===== src/pts_pkg.sv =====
// ----------------------------------------------------------------------------
// pts_pkg
// Shared types and constants for the priority task scheduler.
// ----------------------------------------------------------------------------
package pts_pkg;

   // Request op codes
   typedef enum logic [2:0] {
      OP_TICK        = 3'd0,
      OP_CREATE      = 3'd1,
      OP_DELAY       = 3'd2,
      OP_LAUNCH      = 3'd3,
      OP_SWITCH_DONE = 3'd4
   } pts_op_type;

   // Controller states
   typedef enum logic {
      ST_IDLE,
      ST_SCAN
   } pts_state_type;

   // Priority value that is never selected
   localparam logic [7:0] PRIO_NONE = 8'd255;

   // Per-slot update strobes from the controller
   typedef struct packed {
      logic create_en;
      logic delay_en;
      logic tick_en;
   } pts_ctrl_type;

endpackage


===== src/pts_cell.sv =====
// ----------------------------------------------------------------------------
// pts_cell
// One task slot: priority, ready flag and delay countdown, plus one stage of
// the selection chain that carries the best ready task toward the last slot.
// ----------------------------------------------------------------------------
module pts_cell #(
   parameter int IDX_W      = 3,
   parameter int SLOT_INDEX = 0
) (
   input  logic                 clock,
   input  logic                 reset,
   input  pts_pkg::pts_ctrl_type ctrl,
   input  logic [7:0]           new_priority,
   input  logic [31:0]          new_delay,
   input  logic                 best_found_prev,
   input  logic [7:0]           best_prio_prev,
   input  logic [IDX_W-1:0]     best_idx_prev,
   output logic                 best_found,
   output logic [7:0]           best_prio,
   output logic [IDX_W-1:0]     best_idx
);
   import pts_pkg::*;

   logic              ready_ff,  ready_in;
   logic [7:0]        prio_ff,   prio_in;
   logic [31:0]       delay_ff,  delay_in;
   logic              bfound_ff, bfound_in;
   logic [7:0]        bprio_ff,  bprio_in;
   logic [IDX_W-1:0]  bidx_ff,   bidx_in;

   // Slot update: create, delay or one tick of countdown
   always_comb begin
      ready_in = ready_ff;
      prio_in  = prio_ff;
      delay_in = delay_ff;
      if (ctrl.create_en) begin
         prio_in  = new_priority;
         ready_in = 1'b1;
         delay_in = '0;
      end else if (ctrl.delay_en) begin
         ready_in = 1'b0;
         delay_in = new_delay;
      end else if (ctrl.tick_en && !ready_ff && (delay_ff != '0)) begin
         delay_in = delay_ff - 32'd1;
         if (delay_ff == 32'd1) begin
            ready_in = 1'b1;
         end
      end
   end

   // Chain stage: take this slot if it beats everything before it
   always_comb begin
      bfound_in = best_found_prev;
      bprio_in  = best_prio_prev;
      bidx_in   = best_idx_prev;
      if (ready_ff && (prio_ff < best_prio_prev)) begin
         bfound_in = 1'b1;
         bprio_in  = prio_ff;
         bidx_in   = IDX_W'(SLOT_INDEX);
      end
   end

   always_ff @(posedge clock) begin
      if (reset) begin
         ready_ff  <= 1'b0;
         prio_ff   <= PRIO_NONE;
         delay_ff  <= '0;
         bfound_ff <= 1'b0;
      end else begin
         ready_ff  <= ready_in;
         prio_ff   <= prio_in;
         delay_ff  <= delay_in;
         bfound_ff <= bfound_in;
      end
   end

   always_ff @(posedge clock) begin
      bprio_ff <= bprio_in;
      bidx_ff  <= bidx_in;
   end

   assign best_found = bfound_ff;
   assign best_prio  = bprio_ff;
   assign best_idx   = bidx_ff;

endmodule


===== src/priority_task_scheduler_with_delays.sv =====
// ----------------------------------------------------------------------------
// priority_task_scheduler_with_delays
// Fixed-priority task scheduler built from a row of task-slot cells.
// ----------------------------------------------------------------------------
// Usage:
//   A request beat is taken on a rising edge with start high and busy low.
//   req_op selects tick, create, delay, launch or switch done; the other
//   req_ fields carry its arguments.
//   Every request gives exactly one response beat: rsp_valid is high for
//   one cycle with the status fields. The receiver cannot stall.
//   Create, delay, switch done and unused ops: the response comes in the
//   cycle after the request, and a new request may be taken in that cycle.
//   Tick and launch: slot state updates on the request edge, then the best
//   ready task ripples through the cell chain, one slot per cycle. busy
//   stays high while the scan counter steps through the whole chain, and
//   the response comes as busy drops, so a new request may be taken in the
//   response cycle; the chain length sets how long an item takes.
//   Reset (synchronous) empties the task table, clears the tick count and
//   drops the current and pending tasks.
// ----------------------------------------------------------------------------
module priority_task_scheduler_with_delays #(
   parameter int TASK_SLOTS = 8
) (
   input  logic        clock,
   input  logic        reset,
   input  logic        start,
   output logic        busy,
   input  logic [2:0]  req_op,
   input  logic [7:0]  req_task_priority,
   input  logic [2:0]  req_task_index,
   input  logic [31:0] req_delay_count,
   output logic        rsp_valid,
   output logic        rsp_create_ok,
   output logic        rsp_switch_request,
   output logic [2:0]  rsp_pending_task,
   output logic        rsp_pending_valid,
   output logic [2:0]  rsp_running_task,
   output logic        rsp_running_valid,
   output logic [31:0] rsp_tick_total,
   output logic [3:0]  rsp_tasks_in_use
);
   import pts_pkg::*;

   localparam int IDX_W = (TASK_SLOTS > 1) ? $clog2(TASK_SLOTS) : 1;
   localparam int CNT_W = $clog2(TASK_SLOTS + 1);

   pts_state_type    state_ff,   state_in;
   pts_op_type       op_ff,      op_in;
   logic [CNT_W-1:0] scan_ff,    scan_in;
   logic [CNT_W-1:0] count_ff,   count_in;
   logic [31:0]      tick_ff,    tick_in;
   logic [IDX_W-1:0] cur_idx_ff, cur_idx_in;
   logic             cur_vld_ff, cur_vld_in;
   logic [IDX_W-1:0] nxt_idx_ff, nxt_idx_in;
   logic             nxt_vld_ff, nxt_vld_in;
   logic             rsp_valid_ff,  rsp_valid_in;
   logic             rsp_create_ff, rsp_create_in;
   logic             rsp_switch_ff, rsp_switch_in;

   logic             accept;
   pts_op_type       req_op_code;
   logic             table_full;

   pts_ctrl_type     cell_ctrl   [TASK_SLOTS];
   logic             chain_found [TASK_SLOTS+1];
   logic [7:0]       chain_prio  [TASK_SLOTS+1];
   logic [IDX_W-1:0] chain_idx   [TASK_SLOTS+1];

   logic [IDX_W+2:0] pend_ext;
   logic [IDX_W+2:0] run_ext;
   logic [CNT_W+3:0] count_ext;

   assign busy        = (state_ff != ST_IDLE);
   assign accept      = start && !busy;
   assign req_op_code = pts_op_type'(req_op);
   assign table_full  = (count_ff == CNT_W'(TASK_SLOTS));

   // Head of the selection chain: nothing found yet
   assign chain_found[0] = 1'b0;
   assign chain_prio[0]  = PRIO_NONE;
   assign chain_idx[0]   = '0;

   // Row of task-slot cells
   for (genvar i = 0; i < TASK_SLOTS; i++) begin : g_cell
      assign cell_ctrl[i].create_en = accept && (req_op_code == OP_CREATE) &&
                                      (count_ff == CNT_W'(i));
      assign cell_ctrl[i].delay_en  = accept && (req_op_code == OP_DELAY) &&
                                      (32'(req_task_index) == 32'(i)) &&
                                      (32'(i) < 32'(count_ff));
      assign cell_ctrl[i].tick_en   = accept && (req_op_code == OP_TICK);

      pts_cell #(
         .IDX_W      (IDX_W),
         .SLOT_INDEX (i)
      ) u_cell (
         .clock           (clock),
         .reset           (reset),
         .ctrl            (cell_ctrl[i]),
         .new_priority    (req_task_priority),
         .new_delay       (req_delay_count),
         .best_found_prev (chain_found[i]),
         .best_prio_prev  (chain_prio[i]),
         .best_idx_prev   (chain_idx[i]),
         .best_found      (chain_found[i+1]),
         .best_prio       (chain_prio[i+1]),
         .best_idx        (chain_idx[i+1])
      );
   end

   // Controller: next state and scheduler status
   always_comb begin
      state_in      = state_ff;
      op_in         = op_ff;
      scan_in       = scan_ff;
      count_in      = count_ff;
      tick_in       = tick_ff;
      cur_idx_in    = cur_idx_ff;
      cur_vld_in    = cur_vld_ff;
      nxt_idx_in    = nxt_idx_ff;
      nxt_vld_in    = nxt_vld_ff;
      rsp_valid_in  = 1'b0;
      rsp_create_in = 1'b0;
      rsp_switch_in = 1'b0;
      case (state_ff)
         ST_IDLE: begin
            if (start) begin
               op_in   = req_op_code;
               scan_in = '0;
               case (req_op_code)
                  OP_TICK: begin
                     tick_in  = tick_ff + 32'd1;
                     state_in = ST_SCAN;
                  end
                  OP_LAUNCH: begin
                     state_in = ST_SCAN;
                  end
                  OP_CREATE: begin
                     rsp_valid_in = 1'b1;
                     if (!table_full) begin
                        count_in      = count_ff + CNT_W'(1);
                        rsp_create_in = 1'b1;
                     end
                  end
                  OP_SWITCH_DONE: begin
                     rsp_valid_in = 1'b1;
                     if (nxt_vld_ff) begin
                        cur_idx_in = nxt_idx_ff;
                        cur_vld_in = 1'b1;
                        nxt_vld_in = 1'b0;
                     end
                  end
                  default: begin
                     // delay updates the cell only; unused codes do nothing
                     rsp_valid_in = 1'b1;
                  end
               endcase
            end
         end
         ST_SCAN: begin
            scan_in = scan_ff + CNT_W'(1);
            // chain output is settled once every cell has seen the new state
            if (scan_ff == CNT_W'(TASK_SLOTS)) begin
               state_in     = ST_IDLE;
               rsp_valid_in = 1'b1;
               if (op_ff == OP_TICK) begin
                  if (chain_found[TASK_SLOTS] &&
                      (!cur_vld_ff || (chain_idx[TASK_SLOTS] != cur_idx_ff))) begin
                     nxt_idx_in    = chain_idx[TASK_SLOTS];
                     nxt_vld_in    = 1'b1;
                     rsp_switch_in = 1'b1;
                  end
               end else begin
                  cur_idx_in = chain_found[TASK_SLOTS] ? chain_idx[TASK_SLOTS] : '0;
                  cur_vld_in = 1'b1;
               end
            end
         end
         default: begin
            state_in = ST_IDLE;
         end
      endcase
   end

   // Control and status registers
   always_ff @(posedge clock) begin
      if (reset) begin
         state_ff      <= ST_IDLE;
         op_ff         <= OP_TICK;
         scan_ff       <= '0;
         count_ff      <= '0;
         tick_ff       <= '0;
         cur_idx_ff    <= '0;
         cur_vld_ff    <= 1'b0;
         nxt_idx_ff    <= '0;
         nxt_vld_ff    <= 1'b0;
         rsp_valid_ff  <= 1'b0;
         rsp_create_ff <= 1'b0;
         rsp_switch_ff <= 1'b0;
      end else begin
         state_ff      <= state_in;
         op_ff         <= op_in;
         scan_ff       <= scan_in;
         count_ff      <= count_in;
         tick_ff       <= tick_in;
         cur_idx_ff    <= cur_idx_in;
         cur_vld_ff    <= cur_vld_in;
         nxt_idx_ff    <= nxt_idx_in;
         nxt_vld_ff    <= nxt_vld_in;
         rsp_valid_ff  <= rsp_valid_in;
         rsp_create_ff <= rsp_create_in;
         rsp_switch_ff <= rsp_switch_in;
      end
   end

   // Response beat: status registers hold post-op values while rsp_valid is up
   assign pend_ext  = {3'b000, nxt_idx_ff};
   assign run_ext   = {3'b000, cur_idx_ff};
   assign count_ext = {4'b0000, count_ff};

   assign rsp_valid          = rsp_valid_ff;
   assign rsp_create_ok      = rsp_create_ff;
   assign rsp_switch_request = rsp_switch_ff;
   assign rsp_pending_task   = nxt_vld_ff ? pend_ext[2:0] : 3'b000;
   assign rsp_pending_valid  = nxt_vld_ff;
   assign rsp_running_task   = cur_vld_ff ? run_ext[2:0] : 3'b000;
   assign rsp_running_valid  = cur_vld_ff;
   assign rsp_tick_total     = tick_ff;
   assign rsp_tasks_in_use   = count_ext[3:0];

endmodule

===== config.mk =====
export PLATFORM = sky130hd
export DESIGN_NAME = priority_task_scheduler_with_delays
export DESIGN_NICKNAME = d
export VERILOG_FILES = /design/src/pts_pkg.sv /design/src/pts_cell.sv /design/src/priority_task_scheduler_with_delays.sv
export SDC_FILE = /design/constraint.sdc
export NUM_CORES = 1
export LEC_CHECK = 0
export BUFFER_PORTS_ARGS = -buffer_cell sky130_fd_sc_hd__buf_2
export CAP_MARGIN = 5
export CORE_MARGIN = 2
export CORE_UTILIZATION = 40
export CTS_CLUSTER_SIZE = 16
export DETAILED_ROUTE_END_ITERATION = 10
export GPL_ROUTABILITY_DRIVEN = 0
export PLACE_DENSITY = 0.64
export SLEW_MARGIN = 5
export SYNTH_ARGS = -nofsm -noshare
export SYNTH_HDL_FRONTEND = slang
export SYNTH_SLANG_ARGS = --single-unit

===== constraint.sdc =====
create_clock -name clock -period 2.6 [get_ports clock]
set_clock_uncertainty 0.15 [all_clocks]
set_input_delay 0.39 -clock clock [delete_from_list [all_inputs] [get_ports clock]]
set_output_delay 0.39 -clock clock [all_outputs]
set_load 0.01 [all_outputs]

==> out/results.env, run 1 <==
P_LEAK_nW=12.4
SYNTHESIS.AREA_PER_INSTANCE_UM2=8.11
HPWLAFTERDP_UM=57800
IRDROPWORSTVDD_mV=1.55
PLACED_INST_AREA_UM2=27800
TIMING.CRITICAL_PATH.CELLS='or4_4, nand3b_1, buf_4, or4_4, a21oi_4, buf_6, nand2_2, a31oi_1'
WORST_PIN_SLEW_NS=0.974
FP.DIEAREA_UM2=62300
ROUTED_WIRELENGTH_UM=85200
FIN_WS_NS=-0.0714
SYNTH_SEQUENTIAL_AREA_RATIO_PCT=38.5
SLEW_HR_PCT=34.8
CTS.SINKS=464
NETS=3447
CRITICAL_PATH.ENDPOINT_TYPE='flop'
POST_DRT_WL_PER_CELL_UM=20.5
H-TREE-DEPTH=2
SETUP_VIOL=20
SYNTH-EDFF-COUNT=0
PATH_CLASS='reg2reg'
FINAL.PERIOD_UTILIZATION_PCT=103
FIRST_GLOBAL_VIAS=24367
SYNTH_FF_TYPE='sky130_fd_sc_hd__dfxtp_1'
TIMING.CRITICAL_PATH.MODE_CELL='sky130_fd_sc_hd__or4_4'
CP_TOP_FAMILY='simple AND/OR/NAND/NOR gates'
MIN_PATH_CELLS=4
POST-ROUTE-UTIL_PCT=51.4
ANTENNA_FOUND_INITIAL=8
INITIAL_STANDARD_CELL_UTILIZATION_OF_THE_CORE_PCT=40.2
SYNTH_CELL_TYPE_COUNT=92
INTPOWER_W=0.0282
VIOLATIONS='setup timing'
POWER_FRAC_CLOCK_PCT=15.9
POST_SYNTH_MOST_FREQUENT_CELLS='sky130_fd_sc_hd__dfxtp_1 (464), sky130_fd_sc_hd__nand2_1 (389), sky130_fd_sc_hd__nor2_1 (213)'
CHIPHEIGHT_UM=250
FIN_CELLS=4151
VIASPERCELL=6.08
AREA_GROWTH_PCT=27.8
SWITCHING_SHARE_PCT=44.7
YOSYS_WARNINGS=0
POST_SYNTH_INSTANCE_AREA_UM2=24100
RSZ_0062_RAISED_AFTER_GLOBAL_ROUTING='yes'
GRT.TOTAL_USAGE_PCT=26.3
CRITICAL-PATH-MAX-STAGE-DELAY_NS=0.56
SYNTH_TOP_CELL_BY_AREA='sky130_fd_sc_hd__dfxtp_1'
ROW_COUNT=90
SYNTH_ASYNC_SR_FLOP_SHARE_PCT=0
SYNTH_SEQ_CELLS=464
FINAL_PERIOD_MINUS_WORST_SETUP_SLACK_NS=2.67
REG2REGPATHDEPTH=8
FP.DIEW_UM=250
MAXSLEWVIOLCOUNT=0
PLACEDCELLCOUNT=4017
GR-TOTAL-OVERFLOW=0
PATH_MAX_FANOUT=6
WORST-ENDPOINT-REQUIRED_NS=2.98
FMAX_MHz=374
FINAL_HOLD_FAILS=0
COMBPWRFRAC_PCT=65.3
CLK_LAT_WORST_SKEW_NS=0.62
RUN_STATUS='finished with violations'
CORE_AREA_UM2=60000
TRITONCTS.NUM_BUFFERS=52
OVERALL_VIA_COUNT_FROM_DETAIL_ROUTE=25219
SYNTHCELLS=2974
WORSTSETUPSTARTPOINTTYPE='flop'
DRIVE_GT1_SHARE_PCT=23.9
POWER_DENSITY_nW_PER_UM2=1660
SEQUENTIALPOWERSHARE_PCT=18.8
WIRE_LENGTH_OF_THE_FIRST_GLOBAL_ROUTING_PASS_UM=133000
STDCELL_AREA_UM2=30800
DRT-INITIAL-DRC-COUNT=2415
PATH_DEPTH=8
WORST_HOLD_PATH_TYPE='in2reg'
PLACE_WORST_SETUP_SLACK_NS=-0.341
PORTION_OF_SYNTHESIZED_CELL_AREA_OCCUPIED_BY_THE_LEADING_CELL_TYPE_PCT=38.5
CRIT_PATH_DAT_NS=3.05
POSTSYNTHNETCOUNT=3094
CLOCKROOTBUFFER='sky130_fd_sc_hd__clkbuf_16'
SETUP.REG_TO_REG.WORST_SLACK_NS=-0.07
MAX_CAP_VIOL_COUNT=0
DRTPASS1ITERATIONS=6
BOUNDARYPINS=97
MAXIMUM_NUMBER_OF_PINS_ON_ONE_NET_BEFORE_GLOBAL_ROUTE_REPAIR=55
CP_SLOWEST_CELL='sky130_fd_sc_hd__or4_4'
FIN_SETUP_TNS_NS=-0.583
TOP_COUNT_CELL_POST_SYNTH='sky130_fd_sc_hd__dfxtp_1'
CLOCK_TREE_FROM_TRITONCTS='built'
CTS_MAX_PATH_BUFFERS=3
CP_NUM_BUF_INV=2
NET-SWITCHING-POWER_W=0.0228
CLKSLEWWORSTSETUPHOLDPATHS_NS=0.06
PLACEMENT.IO_BUFFERS=96
ANTENNA_LEFT=0
YS_TOP_CELLS_BY_AREA='sky130_fd_sc_hd__dfxtp_1 (39%), sky130_fd_sc_hd__nand2_1 (6.1%), sky130_fd_sc_hd__ha_1 (3.7%), sky130_fd_sc_hd__a21oi_1 (3.7%), sky130_fd_sc_hd__nand3_1 (3.4%)'
DRCVIOLATIONCOUNT=0
==> cells by family (layout without fill, tap and decap cells) <==
| logic type | count (synthesis) | count (layout) | share of synthesized area, % |
|---|---|---|---|
| other | 0 | 3 | 0 |
| buffers and inverters | 272 | 664 | 4.33 |
| AND/OR/NAND/NOR | 1291 | 1291 | 27.0 |
| AO/OA/AOI/OAI | 748 | 748 | 21.1 |
| XOR/XNOR | 49 | 49 | 1.78 |
| adder cells (fa/ha/maj) | 71 | 71 | 3.68 |
| flip-flops | 464 | 464 | 38.5 |
| multiplexers | 79 | 79 | 3.57 |
==> area by class of cell <==
class / count / area [µm²]
Antenna cell: 3 / 7.51
Multi-Input combinational cell: 2238 / 14600
Timing Repair Buffer: 478 / 3690
Tap cell: 782 / 978
Clock inverter: 16 / 348
Fill cell: 5435 / 29200
Sequential cell: 464 / 9310
Inverter: 93 / 349
Clock buffer: 77 / 1530
==> flip-flops by register name (all words and copies together), names as in the netlist <==
name,flops
busy,1
cur_idx_ff,3
g_cell.u_cell.best_found,8
g_cell.u_cell.best_idx,17
g_cell.u_cell.best_prio,56
g_cell.u_cell.delay_ff,256
g_cell.u_cell.prio_ff,64
g_cell.u_cell.ready_ff,8
nxt_idx_ff,3
op_ff,3
rsp_create_ok,1
rsp_pending_valid,1
rsp_running_valid,1
rsp_switch_request,1
rsp_tasks_in_use,4
rsp_tick_total,32
rsp_valid,1
scan_ff,4
==> worst register-to-register path: stages (launching register included) <==
cell	delay (ns)
sky130_fd_sc_hd__dfxtp_2	0.32
sky130_fd_sc_hd__or4_4	0.55
sky130_fd_sc_hd__nand3b_1	0.20
sky130_fd_sc_hd__buf_4	0.17
sky130_fd_sc_hd__or4_4	0.56
sky130_fd_sc_hd__a21oi_4	0.25
sky130_fd_sc_hd__buf_6	0.18
sky130_fd_sc_hd__nand2_2	0.05
sky130_fd_sc_hd__a31oi_1	0.17
==> per-layer routing <==
| layer | GRT usage (%) | vias up | wire [µm] | part of all wire (%) |
|---|---|---|---|---|
| met3 | 4.27 | 306 | 6780 | 8.0 |
| li1 | - | 11759 | - | - |
| met2 | 43.5 | 1146 | 39100 | 46 |
| met1 | 31.9 | 11998 | 33500 | 39 |
| met5 | 0 | - | 69 | 0.081 |
| met4 | 16.8 | 10 | 5720 | 6.7 |
==> worst paths after layout <==
path | from | end
worst max-delay path | g_cell[3].u_cell.delay_ff[13] | g_cell[3].u_cell.delay_ff[2]
worst min-delay path | req_op[2] | op_ff[2]
worst max register to register | g_cell[3].u_cell.delay_ff[13] | g_cell[3].u_cell.delay_ff[2]
worst min register to register | g_cell[6].u_cell.best_idx[2] | g_cell[7].u_cell.best_idx[2]
==> power by group through the flow <==
stage	clock [W]	sequential, W	combinational, W
2_1_floorplan	0	0.00935	0.0170
3_3_place_gp	0	0.00952	0.0272
3_5_place_dp	0	0.00961	0.0279
4_1_cts	0.00826	0.00949	0.0302
5_1_grt	0.00854	0.00973	0.0359
6_report	0.00813	0.00957	0.0334
==> repair_timing <==
action,CTS,global route
setup endpoints to repair,99,174
gates resized for setup,45,138
pin swaps,20,50
buffers inserted,15,16
hold endpoints to repair,48,0
hold buffers,8,0
==> metrics by stage <==
stage / power, W / hold slack (ns)
after detailed placement: 0.0375 / 0.250
after global routing: 0.0542 / 0.0644
after CTS: 0.0479 / 0.0419
final: 0.0511 / 0.0730
after global placement: 0.0367 / 0.253
after floorplan: 0.0264 / 0.241
==> layout by cell type (no fill, tap or decap), types with 38 or more instances in the layout <==
cell type,n
sky130_fd_sc_hd__ha_1,70
sky130_fd_sc_hd__or3_1,79
sky130_fd_sc_hd__buf_2,96
sky130_fd_sc_hd__buf_4,337
sky130_fd_sc_hd__nor4_1,64
sky130_fd_sc_hd__clkbuf_16,52
sky130_fd_sc_hd__nor3_1,71
sky130_fd_sc_hd__dfxtp_1,453
sky130_fd_sc_hd__mux2_2,57
sky130_fd_sc_hd__o21ai_0,95
sky130_fd_sc_hd__o211ai_1,66
sky130_fd_sc_hd__nand3_1,156
sky130_fd_sc_hd__inv_1,92
sky130_fd_sc_hd__nand2_1,376
sky130_fd_sc_hd__nor2_1,203
sky130_fd_sc_hd__a31oi_1,107
sky130_fd_sc_hd__a21oi_1,167
sky130_fd_sc_hd__nand4_1,38
(Power assumes the default switching activity.)
==> run 2: changes to the inputs <==
--- a/config.mk
+++ b/config.mk
@@ -5,6 +5,7 @@
 export SDC_FILE = /design/constraint.sdc
 export NUM_CORES = 1
 export LEC_CHECK = 0
+export ABC_AREA = 1
 export BUFFER_PORTS_ARGS = -buffer_cell sky130_fd_sc_hd__buf_2
 export CAP_MARGIN = 5
 export CORE_MARGIN = 2
@@ -12,7 +13,7 @@
 export CTS_CLUSTER_SIZE = 16
 export DETAILED_ROUTE_END_ITERATION = 10
 export GPL_ROUTABILITY_DRIVEN = 0
-export PLACE_DENSITY = 0.64
+export PLACE_DENSITY = 0.63
 export SLEW_MARGIN = 5
 export SYNTH_ARGS = -nofsm -noshare
 export SYNTH_HDL_FRONTEND = slang
==> out/results.env, run 2 <==
YOSYS_WARNINGS=0  # unchanged
POST_SYNTH_INSTANCE_AREA_UM2=29000  # +20%
MAX_CAP_VIOL_COUNT=0  # unchanged
WORST-ENDPOINT-REQUIRED_NS=2.98  # about the same
FINAL_PERIOD_MINUS_WORST_SETUP_SLACK_NS=2.41  # -0.266 ns
PLACEDCELLCOUNT=5759  # +43%
CP_TOP_FAMILY='simple AND/OR/NAND/NOR gates'
PLACEMENT.IO_BUFFERS=96  # unchanged
SEQUENTIALPOWERSHARE_PCT=17.8  # -1.0 points
SWITCHING_SHARE_PCT=51.1  # +6.4 points
SYNTHCELLS=4764  # +60%
NETS=5006  # +45%
PORTION_OF_SYNTHESIZED_CELL_AREA_OCCUPIED_BY_THE_LEADING_CELL_TYPE_PCT=32.0  # -6.5 points
SYNTH_SEQ_CELLS=464  # unchanged
ROUTED_WIRELENGTH_UM=96600  # +13%
SYNTH-EDFF-COUNT=0  # unchanged
POWER_FRAC_CLOCK_PCT=17.1  # +1.2 points
FINAL_HOLD_FAILS=0  # unchanged
CTS.SINKS=464  # unchanged
INTPOWER_W=0.0258  # -8.7%
FP.DIEAREA_UM2=74700  # +20%
REGTOREGSTARTPOINT='g_cell[4].u_cell.delay_ff[0]'
TIMING.CRITICAL_PATH.MODE_CELL='sky130_fd_sc_hd__nand2_4'
HOLD-PATH-ENDPOINT='g_cell[6].u_cell.delay_ff[4]'
OVERALL_VIA_COUNT_FROM_DETAIL_ROUTE=30042  # +19%
WORSTSETUPSTARTPOINTTYPE='flop'
FP.DIEW_UM=273  # +9.6%
FIRST_GLOBAL_VIAS=27442  # +13%
SYNTH_ASYNC_SR_FLOP_SHARE_PCT=0  # unchanged
CLOCKROOTBUFFER='sky130_fd_sc_hd__clkbuf_16'
FILLER_CELL_COUNT=7574  # +39%
CRIT_PATH_DAT_NS=2.79  # -0.26 ns
DRT-INITIAL-DRC-COUNT=2015  # -17%
CP_SLOWEST_CELL='sky130_fd_sc_hd__o21bai_4'
FMAX_MHz=416  # +11%
ANTENNA_FOUND_INITIAL=3  # -5
PATH_CLASS='reg2reg'
SYNTH_TOP_CELL_BY_AREA='sky130_fd_sc_hd__dfxtp_1'
YS_TOP_CELLS_BY_AREA='sky130_fd_sc_hd__dfxtp_1 (32%), sky130_fd_sc_hd__nand2_1 (19%), sky130_fd_sc_hd__nor2_1 (10%), sky130_fd_sc_hd__inv_1 (7.1%), sky130_fd_sc_hd__nand3_1 (6.2%)'
TOP_COUNT_CELL_POST_SYNTH='sky130_fd_sc_hd__nand2_1'
HPWLAFTERDP_UM=69400  # +20%
PLACED_INST_AREA_UM2=30700  # +10%
TRITONCTS.NUM_BUFFERS=55  # +5.8%
GRT.TOTAL_USAGE_PCT=25.3  # -0.99 points
POST_SYNTH_MOST_FREQUENT_CELLS='sky130_fd_sc_hd__nand2_1 (1487), sky130_fd_sc_hd__nor2_1 (797), sky130_fd_sc_hd__inv_1 (547)'
DRIVE_GT1_SHARE_PCT=8.66  # -15 points
WIRE_LENGTH_OF_THE_FIRST_GLOBAL_ROUTING_PASS_UM=150000  # +13%
REGMOSTFLOPS='g_cell.u_cell.delay_ff'
CTS_MAX_PATH_BUFFERS=3  # unchanged
SYNTHESIS.AREA_PER_INSTANCE_UM2=6.09  # -25%
ANTENNA_LEFT=0  # unchanged
COMBPWRFRAC_PCT=65.1  # -0.2 points
IRDROPWORSTVDD_mV=0.956  # -38%
STDCELL_AREA_UM2=33000  # +7.2%
CP_NUM_BUF_INV=2  # unchanged
VIASPERCELL=5.11  # -16%
DRCVIOLATIONCOUNT=0  # unchanged
AREA_GROWTH_PCT=13.8
FINAL_CELL_MIX='sky130_fd_sc_hd__nand2_1 (1487), sky130_fd_sc_hd__nor2_1 (796), sky130_fd_sc_hd__inv_1 (546)'
TIMING.CRITICAL_PATH.CELLS='inv_1, ha_1, nand2_2, nor2_8, nand2_4, o21bai_4, nand2_4, inv_4, nand2_1, a21oi_1'
SYNTH_SEQUENTIAL_AREA_RATIO_PCT=32.0  # -6.5 points
WORST_PIN_SLEW_NS=0.795  # -0.179 ns
MAXSLEWVIOLCOUNT=0  # unchanged
H-TREE-DEPTH=2  # unchanged
SETUP.REG_TO_REG.WORST_SLACK_NS=0.19  # +0.27 ns
FIN_CELLS=5882  # +42%
BOUNDARYPINS=97  # unchanged
SYNTH_FF_TYPE='sky130_fd_sc_hd__dfxtp_1'
RUN_STATUS='finished, final reports clean'
WORST_HOLD_PATH_TYPE='in2reg'
CORE_AREA_UM2=71600  # +19%
FINAL.PERIOD_UTILIZATION_PCT=92.5  # -10 points
CRITICAL-PATH-MAX-STAGE-DELAY_NS=0.46  # -0.10 ns
P_LEAK_nW=17.2  # +38%
CRITICAL_PATH.ENDPOINT_TYPE='flop'
POST_DRT_WL_PER_CELL_UM=16.4  # -20%
FINAL_COMMON_CELL='sky130_fd_sc_hd__nand2_1'
CLKSLEWWORSTSETUPHOLDPATHS_NS=0.06  # about the same
REG2REGPATHDEPTH=10  # +2
MIN_PATH_CELLS=3  # -1
MAXIMUM_NUMBER_OF_PINS_ON_ONE_NET_BEFORE_GLOBAL_ROUTE_REPAIR=52  # -5.5%
SETUP_VIOL=0  # -100%
CRITICAL_PATH.REG2REG.ENDPOINT='g_cell[4].u_cell.delay_ff[8]'
POSTSYNTHNETCOUNT=4884  # +58%
RSZ_0062_RAISED_AFTER_GLOBAL_ROUTING='no'
NET-SWITCHING-POWER_W=0.0269  # +18%
CHIPHEIGHT_UM=273  # +9.6%
SYNTH_CELL_TYPE_COUNT=54  # -41%
PATH_MAX_FANOUT=19  # +13
DRTPASS1ITERATIONS=6  # unchanged
ROW_COUNT=98  # +8.9%
SLEW_HR_PCT=46.9  # +12 points
HOLD_PATH_STARTPOINT='req_delay_count[4]'
TOTAL_POWER_W=0.0527  # +3.2%
INITIAL_STANDARD_CELL_UTILIZATION_OF_THE_CORE_PCT=40.5  # +0.35 points
NUMBER_OF_FLIP_FLOPS_IN_THE_LARGEST_REGISTER=256  # unchanged
CLOCK_TREE_FROM_TRITONCTS='built'
POWER_DENSITY_nW_PER_UM2=1590  # -3.7%
FIN_SETUP_TNS_NS=0  # +0.583 ns
CLK_LAT_WORST_SKEW_NS=0.63  # about the same
GR-TOTAL-OVERFLOW=0  # unchanged
## run 2: changes by cell type after synthesis, sizes merged, moves of 44 or more
cell / change
a31oi: -104
or3: -94
nand2: +1129
o21ai: +65
a21oi: +81
inv: +481
nand3: +210
buf: +63
clkbuf: -107
or4: -44
mux2: -57
nor2: +629
nor4: -81
## run 2: kinds of logic after synthesis
logic type / count (synthesis) / share of synthesized area (%)
AO/OA/AOI/OAI: 547 / 10.8
XOR/XNOR: 78 / 2.35
adder cells (fa/ha/maj): 71 / 3.06
buffers and inverters: 716 / 10.1
flip-flops: 464 / 32.0
AND/OR/NAND/NOR: 2888 / 41.7
## run 2: worst reg2reg max path, stage by stage (launching register included)
cell	delay (ns)
sky130_fd_sc_hd__dfxtp_1	0.32
sky130_fd_sc_hd__inv_1	0.11
sky130_fd_sc_hd__ha_1	0.26
sky130_fd_sc_hd__nand2_2	0.13
sky130_fd_sc_hd__nor2_8	0.17
sky130_fd_sc_hd__nand2_4	0.10
sky130_fd_sc_hd__o21bai_4	0.46
sky130_fd_sc_hd__nand2_4	0.23
sky130_fd_sc_hd__inv_4	0.21
sky130_fd_sc_hd__nand2_1	0.07
sky130_fd_sc_hd__a21oi_1	0.13
## run 2: repair_timing
item | in CTS | in global routing
setup buffers | 0 | 7
hold endpoints to repair | 30 | 0
resized for setup | 0 | 4
hold buffers | 13 | 0
endpoints found under the setup margin | 0 | 64
## run 2: power by group through the flow
stage | sequential, W | clock [W] | combinational (W)
6_report | 0.00939 | 0.00899 | 0.0343
5_1_grt | 0.00954 | 0.00942 | 0.0394
4_1_cts | 0.00935 | 0.00914 | 0.0340
3_5_place_dp | 0.00949 | 0 | 0.0338
3_3_place_gp | 0.00949 | 0 | 0.0334
2_1_floorplan | 0.00911 | 0 | 0.0270
## run 2: worst max-delay path by stage
stage | startpoint | end | slack [ns] | cells after the start
after floorplan | rsp_tasks_in_use[0] | g_cell[0].u_cell.delay_ff[17] | 0.54 | 10
after global placement | start | g_cell[6].u_cell.delay_ff[14] | 0.01 | 8
after detailed placement | start | g_cell[6].u_cell.delay_ff[10] | -0.007 | 8
after CTS | start | g_cell[6].u_cell.delay_ff[15] | 0.04 | 9
after global routing | g_cell[4].u_cell.delay_ff[0] | g_cell[4].u_cell.delay_ff[13] | 0.002 | 10
final | g_cell[4].u_cell.delay_ff[0] | g_cell[4].u_cell.delay_ff[8] | 0.19 | 10
## run 2: layout make-up
| cell class | instances | area, µm² | area share (%) |
|---|---|---|---|
| sequential | 464 | 9290 | 28.1 |
| inverter | 581 | 2200 | 6.65 |
| antenna | 2 | 5.00 | 0.0152 |
| tap | 950 | 1190 | 3.60 |
| clock buffer | 68 | 1520 | 4.59 |
| timing repair buffer | 200 | 1420 | 4.30 |
| multi-input combinational | 3584 | 16800 | 51.0 |
| clock inverter | 33 | 582 | 1.76 |
## run 2: metal layers
metal | track usage (%) | routed length [µm]
met1 | 32.4 | 41500
met2 | 40.6 | 42300
met3 | 5.19 | 7870
met4 | 12.3 | 4840
met5 | 0 | 32
## run 2: per-stage QoR
stage / setup slack [ns] / hold WS (ns) / util, %
after global placement: 0.0125 / 0.240 / 42.9
after global routing: 0.00223 / 0.0561 / 46.1
after CTS: 0.0429 / 0.0220 / 46.0
after floorplan: 0.539 / 0.238 / -
after detailed placement: -0.00711 / 0.250 / 42.9
final: 0.194 / 0.0474 / 46.1
